**src/design/simu_pkg.sv**
```systemverilog
// Package for the selectable integer math unit: opcodes, status codes,
// controller states and the command/status structs. No dependencies.
`timescale 1ns / 1ps
`default_nettype none
package simu_pkg;

    localparam int OperandWidth = 31;
    localparam int DefaultDataWidth = 32;

    typedef enum logic [1:0] {
        OP_LCM  = 2'd0,
        OP_GCD  = 2'd1,
        OP_FACT = 2'd2,
        OP_REV  = 2'd3
    } opcode_t;

    typedef enum logic [1:0] {
        ST_OK    = 2'd0,
        ST_OVF   = 2'd1,
        ST_UNDEF = 2'd2,
        ST_RSVD  = 2'd3
    } status_t;

    typedef enum logic [3:0] {
        S_IDLE,
        S_DIV_START,
        S_DIV_RUN,
        S_GCD_STEP,
        S_LCM_DIV,
        S_LCM_MUL,
        S_FACT_MUL,
        S_FACT_CHK,
        S_REV_STEP,
        S_REV_UPD,
        S_FINISH
    } state_t;

    // Controller -> datapath commands
    typedef struct packed {
        logic load;        // capture operands
        logic div_start;   // start divider with selected num/den
        logic div_step;    // one restoring division step
        logic [1:0] div_sel; // 0: x%y, 1: a/g
        logic gcd_update;  // x<=y, y<=rem
        logic lcm_quot;    // x<=quot (a/g)
        logic mul_lcm;     // acc<=x*b
        logic fact_mul;    // acc<=acc*i
        logic fact_inc;    // i<=i+1
        logic rev_div;     // quot<=v/10 by reciprocal multiply
        logic rev_update;  // rev<=rev*10+(v-10*quot), v<=quot
        logic finish;      // form result
    } dp_cmd_t;

    // Datapath -> controller status
    typedef struct packed {
        opcode_t op;
        logic    both_zero;
        logic    y_zero;
        logic    v_zero;
        logic    div_done;
        logic    fact_done;  // i > a
        logic    acc_over;   // acc above limit
    } dp_sts_t;

    localparam logic [1:0] DivSelMod  = 2'd0;
    localparam logic [1:0] DivSelLcm  = 2'd1;

endpackage
`default_nettype wire

```
**src/design/simu_ctrl.sv**
```systemverilog
// Controller FSM for the selectable integer math unit.
// Depends on simu_pkg.
`timescale 1ns / 1ps
`default_nettype none
module simu_ctrl (
    input  wire logic clk,
    input  wire logic rst_n,
    input  wire logic in_valid,
    output logic in_stall,
    output logic out_valid,
    input  wire logic out_stall,
    output simu_pkg::dp_cmd_t cmd,
    input  wire simu_pkg::dp_sts_t sts
);
    import simu_pkg::*;

    state_t state_reg, state_next;
    // where the divider returns to
    logic [1:0] ret_reg, ret_next;
    // output register holds a result
    logic out_valid_reg, out_valid_next;

    localparam logic [1:0] RetGcd = 2'd0;
    localparam logic [1:0] RetLcm = 2'd1;

    always_ff @(posedge clk or negedge rst_n)
    begin
        if (!rst_n)
        begin
            state_reg     <= S_IDLE;
            ret_reg       <= RetGcd;
            out_valid_reg <= 1'b0;
        end
        else
        begin
            state_reg     <= state_next;
            ret_reg       <= ret_next;
            out_valid_reg <= out_valid_next;
        end
    end

    always_comb
    begin
        state_next = state_reg;
        ret_next   = ret_reg;
        unique case (state_reg)
            S_IDLE:
                if (in_valid) state_next = S_DIV_START;
            S_DIV_START:
            begin
                // decode operation after operand load
                unique case (sts.op)
                    OP_LCM:
                        if (sts.both_zero) state_next = S_FINISH;
                        else state_next = S_GCD_STEP;
                    OP_GCD:  state_next = S_GCD_STEP;
                    OP_FACT: state_next = S_FACT_CHK;
                    OP_REV:  state_next = S_REV_STEP;
                endcase
            end
            S_GCD_STEP:
                if (sts.y_zero)
                begin
                    if (sts.op == OP_LCM)
                    begin
                        state_next = S_DIV_RUN;
                        ret_next   = RetLcm;
                    end
                    else state_next = S_FINISH;
                end
                else
                begin
                    state_next = S_DIV_RUN;
                    ret_next   = RetGcd;
                end
            S_REV_STEP:
                if (sts.v_zero) state_next = S_FINISH;
                else state_next = S_REV_UPD;
            S_REV_UPD:  state_next = S_REV_STEP;
            S_DIV_RUN:
                if (sts.div_done)
                begin
                    priority case (ret_reg)
                        RetGcd:  state_next = S_GCD_STEP;
                        default: state_next = S_LCM_DIV;
                    endcase
                end
            S_LCM_DIV:  state_next = S_LCM_MUL;
            S_LCM_MUL:  state_next = S_FINISH;
            S_FACT_CHK:
                if (sts.fact_done || sts.acc_over) state_next = S_FINISH;
                else state_next = S_FACT_MUL;
            S_FACT_MUL: state_next = S_FACT_CHK;
            // wait until the output register is free or being emptied
            S_FINISH:
                if (!out_valid_reg || !out_stall) state_next = S_IDLE;
            default:    state_next = S_IDLE;
        endcase
    end

    always_comb
    begin
        cmd = '0;
        in_stall  = (state_reg != S_IDLE);
        out_valid = out_valid_reg;
        unique case (state_reg)
            S_IDLE:     cmd.load = in_valid;
            S_GCD_STEP:
            begin
                // kick divider: x%y, or a/g when gcd is found
                cmd.div_start = 1'b1;
                cmd.div_sel   = sts.y_zero ? DivSelLcm : DivSelMod;
            end
            S_REV_STEP: cmd.rev_div    = !sts.v_zero;
            S_REV_UPD:  cmd.rev_update = 1'b1;
            S_DIV_RUN:
            begin
                cmd.div_step = 1'b1;
                if (sts.div_done)
                    cmd.gcd_update = (ret_reg == RetGcd);
            end
            S_LCM_DIV:  cmd.lcm_quot = 1'b1;
            S_LCM_MUL:  cmd.mul_lcm  = 1'b1;
            S_FACT_MUL:
            begin
                cmd.fact_mul = 1'b1;
                cmd.fact_inc = 1'b1;
            end
            S_FINISH:   cmd.finish = !out_valid_reg || !out_stall;
            default:    cmd = '0;
        endcase
        out_valid_next = out_valid_reg && out_stall;
        if (cmd.finish) out_valid_next = 1'b1;
    end
endmodule
`default_nettype wire

```
**config.mk**
```make
export PLATFORM = sky130hd
export DESIGN_NAME = simu_ctrl
export DESIGN_NICKNAME = d
export VERILOG_FILES = /design/src/design/simu_pkg.sv /design/src/design/simu_ctrl.sv
export SDC_FILE = /design/constraint.sdc
export NUM_CORES = 1
export LEC_CHECK = 0
export BUFFER_PORTS_ARGS = -buffer_cell sky130_fd_sc_hd__buf_2
export CELL_PAD_IN_SITES_DETAIL_PLACEMENT = 0
export CELL_PAD_IN_SITES_GLOBAL_PLACEMENT = 1
export CORE_ASPECT_RATIO = 0.9
export CORE_UTILIZATION = 35
export DETAILED_ROUTE_END_ITERATION = 10
export GPL_ROUTABILITY_DRIVEN = 0
export PLACE_DENSITY_LB_ADDON = 0.2
export SLEW_MARGIN = 20
export SYNTH_ARGS = -nofsm -noshare
export SYNTH_HDL_FRONTEND = slang
export SYNTH_SLANG_ARGS = --single-unit
```
**constraint.sdc**
```tcl
create_clock -name clk -period 2.4 [get_ports clk]
set_input_delay 0 -clock clk [delete_from_list [all_inputs] [get_ports clk]]
set_output_delay 0 -clock clk [all_outputs]
set_load 0.02 [all_outputs]
```
=== Word level (Yosys, flattened, before mapping) ===
Cells that the tools add are included.

* Register bits: 7
* Input bits: 12
* Word-level logic and storage cells: 59

* Equality and inequality tests: 17
* Multiplexer cells: 27
* Reductions and logical operators: 12

{| class="wikitable"
|+ Operators with widths
! cell !! number
|-
| case mux 4 bit (11 select lines) || 1
|-
| 2-to-1 mux 4 bit || 7
|-
| equality test 4 x 3 -> 1 bit, second input constant || 4
|-
| case mux 4 bit (4 select lines) || 1
|-
| 2-to-1 mux 1 bit || 13
|-
| equality test 4 bit, second input constant || 3
|-
| equality test 4 x 2 -> 1 bit, second input constant || 2
|-
| 2-to-1 mux 2 bit || 4
|-
| inequality test 2 bit, second input constant || 3
|-
| equality test 2 bit, second input constant || 2
|-
| equality test 4 x 1 -> 1 bit, second input constant || 1
|-
| logical NOT 2 bit || 2
|-
| logical NOT 4 bit || 1
|-
| nonzero test 4 bit || 1
|-
| logical NOT 1 bit || 3
|-
| 2-to-1 mux 3 bit || 1
|-
| AND reduction 3 bit || 1
|-
| equality test 2 x 1 -> 1 bit, second input constant || 1
|-
| logical OR 1 bit || 2
|-
| inequality test 2 x 1 -> 1 bit, second input constant || 1
|-
| AND reduction 2 bit || 1
|-
| logical AND 1 bit || 1
|}

=== Longest topological paths before layout ===
Gate-level depths: netlist (run 1).

* Word-level depth: 4
* Mapped depth: 5
* Mapped depth without buffers: 5

=== Worst setup path before layout (run 1) ===
OpenSTA, ideal clock, no wires.

* Path type: register to output
* From: reg state_reg[0]
* To: out cmd[7] in the netlist's numbering
* Arrival: 1.592 ns
* Data required time: 2.400 ns
* Slack: 0.808 ns
* Stages on the path, launching flop included: 4
* Cell sequence: dfrtp_1 > buf_6 > or4b_4 > nor3b_1

{| class="wikitable"
|+ RTL lines
! item !! line !! RTL
|-
| from (decl) || simu_ctrl.sv:17 || <nowiki>state_t state_reg, state_next;</nowiki>
|-
| from (signal assigned) || simu_ctrl.sv:36 || <nowiki>state_reg <= state_next;</nowiki>
|-
| to (decl) || simu_ctrl.sv:12 || <nowiki>output simu_pkg::dp_cmd_t cmd,</nowiki>
|}

==> flow_summary.toml, run 1 <==
[layout]
fillerInstances = 183
drive_gt1_share_pct = 36.73
layout.nets = 115
antennaDiodeCount = 0
mostFrequentLayoutCells = "buf_2 (25), nor2_1 (6), dfrtp_1 (6)"
area_growth_pct = 22.46
largest_reg_flops = 4
final_core_util_pct = 46.17
stdcell_area_um2 = 784.5
final_common_cell = "buf_2"

[sta]
tightestPinTransition_ns = 0.5063
finalCriticalPeriod_ns = 1.831
post-route-period-util_pct = 76.29
finalHoldViolations = 0
maxSlewViolCount = 0
tns_ns = 0
clock_skew_ns = 0.004881
slew_headroom_pct = 66.25
max_freq_mhz = 546.2
timing.hold.ws_ns = 0.03264
setup_viol_count_final = 0
rsz0062_at_grt = "false"

[logic_synthesis]
synthTopCellsByArea = "dfrtp_1 (23%), ha_1 (5.9%), nor3b_1 (5.9%), nand2b_1 (4.9%), a21oi_1 (3.9%)"
yosysTopAreaCell = "dfrtp_1"
synth_ff_type = "dfrtp_1"
netlist-cell-type-count = 39
yosysWarnings = 0
synth.top_cell.area_share_pct = 23.44
synth_area_um2 = 640.6
ys_seq_area_share_pct = 23.44
syn-instance-count = 76
synthArstFlopShare_pct = 100.0
synth_seq_cells = 6
synth_fp_nets = 91
postSynthAreaPerCell_um2 = 8.429
synth-edff-count = 0

[drt]
via_per_inst = 4.975
topRoutingLayerUsed = "met3"
routed-wl-met2_um = 651
postRouteAntennaNets = 0
avgRoutedWirePerCell_um = 11.07
drc = 0
wl_um = 1350
first_pass_iters = 3
wl_met3_um = 49
first_iter_violations = 12
vias = 607
met1_length_um = 649

[clock_tree]
post-cts-setup-buffers = 0
clk_pin_slew_ns = 0.04
cts.sinks = 6
cts-root-buf = "clkbuf_4"
clk_latency_ns = 0.24
cts_htree_levels = 1
cts_buffer_depth = 2
cts_tree = "done"
cts_made_buffers = 3

[status]
outcome = "finished, final reports clean"

[power_and_ir_drop]
power.density_mw_per_mm2 = 1131
power_mw = 0.8871
ir_drop_v = 0.0004201
power_leakage_nw = 0.3795

[setup_path]
crit_required_ns = 2.40
cp.arrival_ns = 1.83
crit_type = "reg2out"
rr_startpoint = "state_reg[3]$_DFFE_PN0P_"
ff2ff_setup_slack_ns = 0.72
rr_worst_depth = 3
timing.rr.end = "state_reg[3]$_DFFE_PN0P_"
crit_path_start_kind = "register"
end_kind = "output port"
cp-startpoint = "state_reg[0]$_DFFE_PN0P_"
cp_max_fo = 19

[grt]
grt_remaining_overflow = 0
grt_pass1_vias = 529
antenna_found_initial = 0
grt_max_degree = 20
grt_pass1_wl_um = 2263
gr-usage-all-layers_pct = 15.52

[hold_path]
whs_path_depth = 3
min_from = "sts[4]"
hold_path_class = "in2reg"
min_to = "ret_reg[0]$_DFFE_PN0P_"

[placement]
io_buffers = 25
dpl_cell_area_um2 = 752.0
place_hpwl_um = 1042

[floorplanning]
start_util_pct = 37.70
die-area_mm2 = 0.002006
core_area_mm2 = 0.001699
ioPinCount = 27
die_x_um = 47.10
rows = 14
die_h_um = 42.59

[flow_run]
drv_cap = 0
-- synth_stat cells (2+ instances only) --
cell type,count
o21ai_1,2
nand2_1,4
nor4_1,2
nand2b_1,5
inv_1,4
nor3b_1,5
clkbuf_1,2
nor2_1,6
ha_1,3
dfrtp_1,6
a21oi_1,5
buf_2,2
a211oi_1,2
buf_4,2
or4_1,2
-- critical path, stage by stage, from the launching register on --
cell     delay, ns
dfrtp_1       0.55
or4b_4        0.64
nor3b_1       0.21
buf_2         0.19
-- through the flow --
step	setup WS [ns]	std cells
floorplan	0.8081	76
global placement	0.7420	118
detailed placement	0.7439	118
CTS	0.5506	122
global route	0.4560	122
finish	0.5691	122
-- kinds of logic (layout without fill, tap and decap cells) --
kind of cell,Yosys count,after routing,share of synthesized area (%)
AOI/OAI and AO/OA,18,18,20.90
adders and majority gates,3,3,5.860
buffers and inverters,12,34,9.959
DFF,6,6,23.44
muxes,2,2,3.320
other,1,1,0.5854
and+or+nand+nor,34,34,35.94
-- power by group --
| part | switching [mW] | leakage [nW] | internal (mW) |
|---|---|---|---|
| Combinational | 0.266 | 0.289 | 0.250 |
| Clock | 0.0323 | 0.0138 | 0.0563 |
| Sequential | 0.137 | 0.0770 | 0.145 |
-- metal layers --
| layer | vias to the layer above | track usage (%) |
|---|---|---|
| met4 | 0 | 6.857 |
| met5 | - | 0 |
| met2 | 17 | 25.00 |
| met3 | 0 | 1.293 |
| met1 | 272 | 20.48 |
| li1 | 318 | - |
-- worst max path at each step --
stage / to / slack [ns] / depth (start not counted)
after floorplan: cmd[7] / 0.81 / 3
after global placement: state_reg[3]$_DFFE_PN0P_ / 0.74 / 3
after detailed placement: state_reg[3]$_DFFE_PN0P_ / 0.74 / 3
after CTS: cmd[7] / 0.55 / 3
after global routing: cmd[7] / 0.46 / 3
final: cmd[7] / 0.57 / 3
-- cell type report --
| class | instances | area [µm²] | area share, % |
|---|---|---|---|
| multi-input cells | 58 | 426.7 | 54.39 |
| flip-flops and latches | 6 | 150.1 | 19.14 |
| repair buffers | 26 | 135.1 | 17.22 |
| well taps | 24 | 30.03 | 3.828 |
| clock buffers | 3 | 22.52 | 2.871 |
| inverters | 5 | 20.02 | 2.552 |
-- timing repair --
item | 4_1_cts | 5_1_grt
gates resized for setup | 0 | 0
hold buffers | 1 | 0
hold endpoints to repair | 6 | 0
No activity file was read; power rests on OpenSTA's default activity.
==> run 2: changes to the inputs <==
- CORE_UTILIZATION: 35 -> 33
- clock period: 2.4 -> 1.8 ns (I/O delays scaled with it)
==> flow_summary.toml, run 2 (synthesized netlist as in run 1, its figures left out) <==
[sta]
maxSlewViolCount = 0
tns_ns = 0
post-route-period-util_pct = 93.30
finalCriticalPeriod_ns = 1.679
rsz0062_at_grt = "false"
finalHoldViolations = 0
clock_skew_ns = 0.0002305
max_freq_mhz = 595.4
setup_viol_count_final = 0

[setup_path]
end_kind = "output port"
cp.arrival_ns = 1.68
crit_required_ns = 1.80
crit_type = "reg2out"
crit_path_start_kind = "register"
cp_max_fo = 11

[floorplanning]
rows = 14
die-area_mm2 = 0.002122
start_util_pct = 36.57
die_h_um = 43.80
die_x_um = 48.44
core_area_mm2 = 0.001752
ioPinCount = 27

[grt]
gr-usage-all-layers_pct = 16.30
grt_pass1_vias = 615
antenna_found_initial = 0
grt_remaining_overflow = 0
grt_max_degree = 19
grt_pass1_wl_um = 2691

[clock_tree]
clk_latency_ns = 0.24
cts_buffer_depth = 2
cts_tree = "done"
clk_pin_slew_ns = 0.04
cts.sinks = 6
cts_made_buffers = 3
cts_htree_levels = 1
cts-root-buf = "clkbuf_4"

[layout]
layout.nets = 120
final_common_cell = "buf_2"
instances_no_fill = 127
fillerInstances = 194
largest_reg_flops = 4
mostFrequentLayoutCells = "buf_2 (25), nor2_1 (6)"
multi_input_area_um2 = 426.7
final-seq-area_um2 = 153.9
area_growth_pct = 28.91
drive_gt1_share_pct = 42.72
antennaDiodeCount = 0

[flow_run]
drv_cap = 0

[placement]
placed_cells = 120
place_hpwl_um = 1109
io_buffers = 25

[hold_path]
hold_path_class = "in2reg"

[drt]
via_per_inst = 5.181
postRouteAntennaNets = 0
wl_um = 1491
drc = 0
first_pass_iters = 4
vias = 658
avgRoutedWirePerCell_um = 11.74
first_iter_violations = 12

[power_and_ir_drop]
power_leakage_nw = 0.4020
ir_drop_v = 0.0006074
power.density_mw_per_mm2 = 1542

[status]
outcome = "finished, final reports clean"
==> run 2: cell count changes in the layout (fill, tap and decap cells not counted) <==
cell and delta:
buf_4 +5, dfrtp_1 -3, dfrtp_2 +3
==> run 2: cell type report <==
class                      count  area share, %
tap                           24          3.636
multi-input combinational     58          51.67
timing repair buffer          31          20.91
sequential                     6          18.64
inverter                       5          2.424
clock buffer                   3          2.727
==> run 2: path summary, 6_finish.rpt <==
path	from	end	slack [ns]	cells after the start
worst min register to register	out_valid$_DFF_PN0_	out_valid$_DFF_PN0_	0.58	2
max in group asynchronous	rst_n	state_reg[1]$_DFFE_PN0P_	1.51	2
worst min-delay path	sts[4]	ret_reg[0]$_DFFE_PN0P_	0.02	3
worst max-delay path	state_reg[0]$_DFFE_PN0P_	cmd[7]	0.12	3
min in group asynchronous	rst_n	state_reg[0]$_DFFE_PN0P_	0.13	2
worst max register to register	state_reg[2]$_DFFE_PN0P_	state_reg[3]$_DFFE_PN0P_	0.26	4
==> run 2: repair_timing <==
item | CTS | global route
endpoints found under the setup margin | 0 | 2
buffers inserted | 0 | 3
gates resized for setup | 0 | 3
hold endpoints to repair | 6 | 0
hold buffers | 1 | 0
==> run 2: critical path, stage by stage (launching register included) <==
cell	delay, ns
dfrtp_2	0.47
or4b_4	0.58
nor3b_1	0.20
buf_2	0.19
==> run 2: report_power, final <==
group	internal [mW]	switching (mW)
Combinational	0.392	0.429
Clock	0.0752	0.0448
Sequential	0.202	0.130
==> run 2: stage by stage <==
stage / hold WS, ns / setup WS (ns) / util [%] / area [µm²] / total power, mW
detailed placement: -0.1670 / 0.1659 / 43.79 / 767.0 / 1.099
floorplan: -0.2956 / 0.2081 / - / 640.6 / 0.9234
global route: 0.03804 / 0.009148 / 47.14 / 825.8 / 1.398
finish: 0.02483 / 0.1205 / 47.14 / 825.8 / 1.274
global placement: -0.1735 / 0.1881 / 43.79 / 767.0 / 1.102
CTS: 0.01414 / 0.003305 / 45.64 / 799.5 / 1.230
==> run 2: metal layers <==
metal  routed length, µm  GRT usage [%]  part of all wire [%]  up-vias
li1                    -              -                     -      331
met1                 717          20.93                    48      308
met2                 707          27.89                    47       19
met3                  66          5.263                   4.4        0
met4                   0          1.765                     0        0
met5                   0              0                     0        -
